--- config.mk ---
export PLATFORM = sky130hd
export DESIGN_NAME = fbs_ctrl
export DESIGN_NICKNAME = d
export VERILOG_FILES = /design/src/rtl/fbs_pkg.sv /design/src/rtl/fbs_ctrl.sv
export SDC_FILE = /design/constraint.sdc
export NUM_CORES = 1
export LEC_CHECK = 0
export ABC_CLOCK_PERIOD_IN_PS = 2200
export BUFFER_PORTS_ARGS = -buffer_cell sky130_fd_sc_hd__buf_2
export CAP_MARGIN = 15
export CORE_MARGIN = 2
export CORE_UTILIZATION = 35
export DETAILED_ROUTE_END_ITERATION = 8
export GPL_ROUTABILITY_DRIVEN = 1
export GPL_TIMING_DRIVEN = 0
export PLACE_DENSITY = 0.56
export SLEW_MARGIN = 20
export SYNTH_ARGS = -nofsm -noshare
export SYNTH_HDL_FRONTEND = slang
export SYNTH_SLANG_ARGS = --single-unit
--- constraint.sdc ---
create_clock -name clk -period 2.2 [get_ports clk]
set_clock_uncertainty 0.05 [all_clocks]
set_input_delay 0.33 -clock clk [delete_from_list [all_inputs] [get_ports clk]]
set_output_delay 0.33 -clock clk [all_outputs]
set_load 0.02 [all_outputs]
--- src/rtl/fbs_pkg.sv ---
`timescale 1ns / 1ps
// shared constants, types and helpers of the float bit statistics block
package fbs_pkg;

	localparam int COUNT_BITS   = 31;
	localparam int WEIGHT_DEPTH = 512;
	localparam int EXP_DEPTH    = 256;
	localparam int MANT_BITS    = 23;
	localparam int MAG_W        = 31;
	localparam int IDX_W        = 9;
	localparam int EXP_AW       = $clog2(EXP_DEPTH);
	localparam int WEIGHT_AW    = $clog2(WEIGHT_DEPTH);
	localparam int MANT_AW      = $clog2(MANT_BITS);
	localparam int CLR_AW       = WEIGHT_AW;
	localparam int IN_DATA_W    = 48;
	localparam int IN_USER_W    = 4;
	localparam int OUT_DATA_W   = 280;

	localparam logic [COUNT_BITS-1:0] COUNT_MAX = '1;
	localparam logic [MAG_W-1:0]      INF_MAG   = 31'h7F80_0000;
	localparam logic [EXP_AW-1:0]     EXP_SPECIAL = '1;

	typedef enum logic [1:0] {
		MODE_SAMPLE = 2'd0,
		MODE_READ   = 2'd1,
		MODE_WCLEAR = 2'd2,
		MODE_FCLEAR = 2'd3
	} mode_e_t;

	typedef enum logic [1:0] {
		TAB_EXP  = 2'd0,
		TAB_SEEN = 2'd1,
		TAB_SET  = 2'd2,
		TAB_MANT = 2'd3
	} table_e_t;

	localparam logic REG_ENABLE = 1'b0;
	localparam logic REG_ACCUM  = 1'b1;

	typedef enum logic [2:0] {
		ST_INIT,
		ST_IDLE,
		ST_WALK,
		ST_DRAIN,
		ST_RDWAIT,
		ST_RDCAP,
		ST_SWEEP,
		ST_DONE
	} state_t;

	typedef struct packed {
		logic                 take;
		logic                 walk_rd;
		logic [MANT_AW-1:0]   step;
		logic                 rd_cap;
		logic                 clr_en;
		logic [CLR_AW-1:0]    clr_addr;
		logic                 out_load;
	} cmd_t;

	typedef struct packed {
		logic go_walk;
		logic go_read;
		logic go_clear;
	} status_t;

	function automatic logic [COUNT_BITS-1:0] sat_inc(input logic [COUNT_BITS-1:0] v);
		return (v == COUNT_MAX) ? v : v + 1'b1;
	endfunction

endpackage

--- src/rtl/fbs_ctrl.sv ---
`timescale 1ns / 1ps
// sequencer: clearing sweep, mantissa walk, table read and result hand-off
module fbs_ctrl
	import fbs_pkg::*;
(
	input  logic    clk,
	input  logic    arst_n,
	input  logic    s_tvalid,
	output logic    s_tready,
	input  logic    m_tready,
	output logic    m_tvalid,
	input  status_t status,
	output cmd_t    cmd
);

	state_t             state_q, state_d;
	logic [MANT_AW-1:0] k_q, k_d;
	logic [CLR_AW-1:0]  c_q, c_d;
	logic               out_valid_q;

	always_ff @(posedge clk or negedge arst_n) begin
		if (!arst_n) begin
			state_q     <= ST_INIT;
			k_q         <= '0;
			c_q         <= '0;
			out_valid_q <= 1'b0;
		end else begin
			state_q <= state_d;
			k_q     <= k_d;
			c_q     <= c_d;
			if (cmd.out_load) begin
				out_valid_q <= 1'b1;
			end else if (m_tready) begin
				out_valid_q <= 1'b0;
			end
		end
	end

	assign m_tvalid = out_valid_q;

	always_comb begin
		state_d  = state_q;
		k_d      = k_q;
		c_d      = c_q;
		s_tready = 1'b0;
		cmd      = '0;
		cmd.step     = k_q;
		cmd.clr_addr = c_q;
		unique case (state_q)
			ST_INIT, ST_SWEEP: begin
				cmd.clr_en = 1'b1;
				if (c_q == CLR_AW'(WEIGHT_DEPTH - 1)) begin
					c_d     = '0;
					state_d = (state_q == ST_INIT) ? ST_IDLE : ST_DONE;
				end else begin
					c_d = c_q + 1'b1;
				end
			end
			ST_IDLE: begin
				s_tready = 1'b1;
				if (s_tvalid) begin
					cmd.take = 1'b1;
					k_d      = '0;
					c_d      = '0;
					priority if (status.go_walk) begin
						state_d = ST_WALK;
					end else if (status.go_read) begin
						state_d = ST_RDWAIT;
					end else if (status.go_clear) begin
						state_d = ST_SWEEP;
					end else begin
						state_d = ST_DONE;
					end
				end
			end
			ST_WALK: begin
				cmd.walk_rd = 1'b1;
				if (k_q == MANT_AW'(MANT_BITS - 1)) begin
					state_d = ST_DRAIN;
				end else begin
					k_d = k_q + 1'b1;
				end
			end
			ST_DRAIN:  state_d = ST_DONE;
			ST_RDWAIT: state_d = ST_RDCAP;
			ST_RDCAP: begin
				cmd.rd_cap = 1'b1;
				state_d    = ST_DONE;
			end
			ST_DONE: begin
				if (!out_valid_q || m_tready) begin
					cmd.out_load = 1'b1;
					state_d      = ST_IDLE;
				end
			end
			default: state_d = ST_IDLE;
		endcase
	end

endmodule

## Word level (Yosys, flattened, before mapping)

Cells that the tools add are included.

- Input port bits: 7
- Word-level logic and storage cells: 56
- Register bits after elaboration: 18
- Output and inout port bits: 21

- Add/subtract/negate cells: 2
- Eq/ne operators: 14
- Reduce and logical (&&, ||, !) cells: 11
- Multiplexer cells: 25

Operator list:

| operator | count |
|---|---|
| two-way mux 3 bit | 7 |
| two-way mux 9 bit | 2 |
| case mux 3 bit (6 select lines) | 1 |
| case mux 9 bit (2 select lines) | 1 |
| equality test 3 bit, second input constant | 4 |
| two-way mux 1 bit | 11 |
| two-way mux 5 bit | 2 |
| != test 2 bit, second input constant | 5 |
| case mux 5 bit (2 select lines) | 1 |
| adder 9 x 1 -> 9 bit, second input constant | 1 |
| equality test 9 bit, second input constant | 1 |
| equality test 3 x 2 -> 1 bit, second input constant | 2 |
| nonzero test 2 bit | 3 |
| adder 5 x 1 -> 5 bit, second input constant | 1 |
| equality test 5 bit, second input constant | 1 |
| AND reduction 4 bit | 1 |
| OR reduction 2 bit | 2 |
| equality test 3 x 1 -> 1 bit, second input constant | 1 |
| logical NOT 3 bit | 1 |
| AND reduction 3 bit | 1 |
| AND reduction 2 bit | 1 |
| logical NOT 1 bit | 1 |
| logical OR 1 bit | 1 |

## Depth between registers and ports, before layout

- Depth in word-level cells: 5
- Gate-level depth with buffers: 9
- Depth with buffers taken out: 8

## Worst setup path after synthesis

OpenSTA, ideal clock, no wires.

- Path kind: reg-to-reg
- Start point: register c_q[0]
- End point: register c_q[5]
- Clock period less this slack: 2.158 ns
- Cell stages (with the launch flop): 10
- Data required time: 2.073 ns
- Setup time: 0.077 ns
- Arrival: 2.031 ns
- Buffers on the path: 1
- Slack: 0.042 ns
- Cell sequence: dfrtp_1 ha_1 and3_1 and3_1 and3_1 ha_1 nor3_4 buf_6 nand4_1 o21ai_1

- Cells in the longest elaborated chain, start to end: 3
- Elaborated cells on any way between the ends: 4
- Those cells by class: 1 x add/sub; 1 x eq/ne; 2 x mux

RTL lines:

| what | RTL line | source |
|---|---|---|
| start, declared | fbs_ctrl.sv:18 | `logic [CLR_AW-1:0] c_q, c_d;` |
| start signal, assigned | fbs_ctrl.sv:25 | `c_q <= '0;` |
| start signal, assigned | fbs_ctrl.sv:30 | `c_q <= c_d;` |
| adder 9 x 1 -> 9 bit / equality test 9 bit (equally long branches) | fbs_ctrl.sv:56, fbs_ctrl.sv:52 |  |
| two-way mux 9 bit (*) | fbs_ctrl.sv:52 | `if (c_q == CLR_AW'(WEIGHT_DEPTH - 1)) begin` |
| case mux 9 bit (2 select lines) (*) | fbs_ctrl.sv:49 | `unique case (state_q)` |

Every way passes the cells marked *; elsewhere a longest branch is shown, timed or not.
A chain may end at the register's enable or synchronous reset.

## Final worst setup path

- Start point: register c_q[0]
- End point: register c_q[6]

Same word-level chain as after synthesis.

==> results.md <==
- Share of async-settable or async-resettable flops after synthesis: 1.00
- Clock group share of total power: 0.312
- Clock root buffer master: clkbuf_4
- Detailed Route Iter0 Violations: 19
- Switching part of the total: 0.207
- Pwr Density: 397 mW/mm^2
- Cell area after synthesis: 0.00102 mm^2
- CTS clock-pin slew for the worst setup and hold paths: 100 ps
- Peak per-stage delay on the critical path: 390 ps
- Library cell contributing the largest single delay on the critical path: dfrtp_1
- Die Ht: 58.0 um
- Register-to-Register Path Depth: 9
- Total Power Consumption: 506 uW
- Leakage component of the power: 0.636 nW
- Maximum clock rate: 0.483 GHz
- Final Max Slew Viols: 0
- Number of global-route vias before repair: 819
- Setup slack after layout: 129 ps
- Number of antenna violations at the first check in global routing: 0
- Routed wirelength normalized by instance count: 12.7 um
- Wire length of the first global-routing pass: 3.63 mm
- Share of power burned in registers: 0.653
- Net count after synthesis: 109
- Total of warnings raised by yosys: 0
- Type of the worst setup path: reg2reg
- Core utilization of the finished layout: 0.462
- Clock sink total: 18
- Primary flip-flop cell chosen by synthesis mapping: dfrtp_1
- Cells on Worst Hold Path: 2
- Area of the core: 0.00276 mm^2
- GRT Total Usage: 0.143
- Cell-by-cell listing of the critical path: ha_1 -> and3_1 -> and3_1 -> and3_1 -> ha_2 -> nor3_4 -> buf_4 -> a21oi_1 -> a31oi_1
- Antenna diode count: 0
- Endpoint required time on the critical path: 2370 ps
- Number of unique standard cell types used by synthesis: 37
- Switching component of the power: 105 uW
- Routed wire length: 2.12 mm
- Maximum ir drop on the vdd rail: 0.315 mV
- Sum Neg Setup Slack: 0 ps
- Overall overflow remaining after global route: 0
- Maximum number of pins on one net before global-route repair: 19
- Initial core utilization: 0.370
- Part of the total power dissipated in combinational logic: 0.034
- Synth Register Bits: 18
- Max-Cap Viols: 0
- Number of placed I/O pins: 28
- Total number of vias: 860
- RSZ-0062 raised after global routing: no
- Layout cells sized above 1: 0.370
- Cell-internal power: 401 uW
- Cell occurring most often along the worst timing path: and3_1
- Worst Path Arrival: 2240 ps
- Kind of start point of the critical path: flip-flop
- TritonCTS clock tree: yes
- Syn Area/Cell: 10.4 um^2
- Post-route DRC: 0
- Worst-skew pair later-pin latency: 290 ps
- H-tree depth reported by CTS: 1
- Antenna-violating nets left: 0
- Clock buffer count from CTS: 3
- Die span in x: 58.0 um
- Final critical path time including I/O delays and setup: 2070 ps
- Post-layout nets: 148
- Number of enable flip-flop cells after synthesis: 0
- Worst-path fanout max: 5
- Final count of negative-setup-slack endpoints: 0
- Final critical-path share of the clock period: 0.941
- Clock Path Buffers: 2
- Row Count: 19
- Hold WC Path Type: in2reg
- Type of element capturing the critical path: flip-flop
- Relative area change from synthesis to final layout: 24.9%
- Die footprint: 0.00336 mm^2
- Average via count per standard cell: 5.18
- Count of input and output buffers: 27
- Worst max-slew margin expressed relative to the limit: 0.729
- Sequential fraction of the synthesis area: 0.442
- HPWL Detailed: 1.57 mm
- Post-placement worst setup slack: -37.6 ps
- Result of the run: finished, final reports clean
- Length of the first detailed-routing pass in iterations: 3
- Worst slew pin tran: 407 ps
- Final Wtd Congestion: 0.721
- Final hold viol count: 0
- Post-Synthesis Cells: 98
==> worst max-delay path: cells and delay by family (launching register included) <==
kind / cells / cell delay (ps)
flops: 1 / 390
buf+inv: 1 / 180
simple gates: 4 / 760
fa+ha+maj: 2 / 420
compound gates: 2 / 200
==> sequential cells by signal, summed over array words and instances (netlist names) <==
register and count:
c_q 9, k_q 5, state_q 3, m_tvalid 1
==> stage by stage <==
step / hold slack, ps / cells / instance area (um^2)
2_1_floorplan: -15.6 / 98 / 1020
3_3_place_gp: 240 / 156 / 1190
3_5_place_dp: 243 / 156 / 1190
4_1_cts: 183 / 163 / 1250
5_1_grt: 197 / 166 / 1270
6_report: 188 / 166 / 1270
==> logic make-up (layout without fill, tap and decap cells) <==
logic type | after synthesis | in the layout | synth area share
XOR/XNOR | 3 | 3 | 0.0442
adder cells (fa/ha/maj) | 4 | 4 | 0.0491
AND/OR/NAND/NOR | 34 | 34 | 0.216
AO/OA/AOI/OAI | 28 | 28 | 0.179
flip-flops | 18 | 18 | 0.442
buffers and inverters | 10 | 47 | 0.0589
multiplexers | 1 | 1 | 0.0110
==> layout make-up <==
| class | count | area, um^2 |
|---|---|---|
| buffer | 4 | 37.5 |
| clock buffer | 3 | 22.5 |
| fill | 284 | 1480 |
| inverter | 6 | 22.5 |
| multi-input combinational | 70 | 512 |
| sequential | 18 | 450 |
| tap | 31 | 38.8 |
| timing repair buffer | 34 | 190 |
==> worst paths after layout <==
kind	from	to	slack, ps
setup / recovery	c_q[0]	c_q[6]	130
hold / removal	m_tready	m_tvalid	190
setup reg to reg	c_q[0]	c_q[6]	130
hold reg to reg	c_q[5]	c_q[5]	470
max in group asynchronous	arst_n	state_q[1]	1370
min in group asynchronous	arst_n	k_q[4]	440
==> cells in the final DEF, fill, tap and decap left out, types with 4 or more instances in the layout <==
| master | Yosys | final |
|---|---|---|
| and3_1 | 4 | 4 |
| nor2_1 | 6 | 6 |
| nand3_1 | 6 | 6 |
| dfrtp_1 | 18 | 18 |
| a21oi_1 | 7 | 7 |
| o21ai_1 | 4 | 4 |
| buf_2 | 0 | 27 |
| a31oi_1 | 4 | 4 |
| buf_4 | 2 | 8 |
| inv_1 | 5 | 5 |
==> layer usage <==
layer / wire [um] / global-route usage / share of wire / up-vias
met5: 0 / 0 / 0 / -
met4: 29 / 0.0698 / 0.014 / 0
met3: 78 / 0.0313 / 0.037 / 4
met2: 1000 / 0.209 / 0.47 / 17
met1: 1000 / 0.199 / 0.47 / 404
li1: - / - / - / 435
==> cells in the mapped netlist (all sizes together) (3+ instances only) <==
| library cell | count | area [um^2] |
|---|---|---|
| and3 | 4 | 25.0 |
| inv | 6 | 22.5 |
| a21oi | 7 | 35.0 |
| o21ai | 8 | 43.8 |
| nand3 | 6 | 30.0 |
| a22o | 3 | 26.3 |
| buf | 4 | 37.5 |
| nor2 | 6 | 22.5 |
| xor2 | 3 | 45.1 |
| nand2 | 4 | 17.5 |
| dfrtp | 18 | 450 |
| ha | 4 | 50.1 |
| a31oi | 4 | 25.0 |
| nand2b | 3 | 18.8 |
| nor3b | 3 | 38.8 |
==> power by group through the flow <==
stage | combinational [mW] | sequential [mW] | clock, mW
6_report | 0.0174 | 0.331 | 0.158
5_1_grt | 0.0202 | 0.331 | 0.189
4_1_cts | 0.0185 | 0.331 | 0.170
3_5_place_dp | 0.0171 | 0.337 | 0
3_3_place_gp | 0.0167 | 0.337 | 0
2_1_floorplan | 0.00303 | 0.337 | 0
==> repair_timing <==
action	CTS	global route
resized for setup	0	2
hold buffers	1	0
buffers inserted	3	2
setup endpoints to repair	5	7
hold endpoints to repair	18	0
gates cloned	0	1
pin swaps	0	2
(Power assumes the default switching activity.)
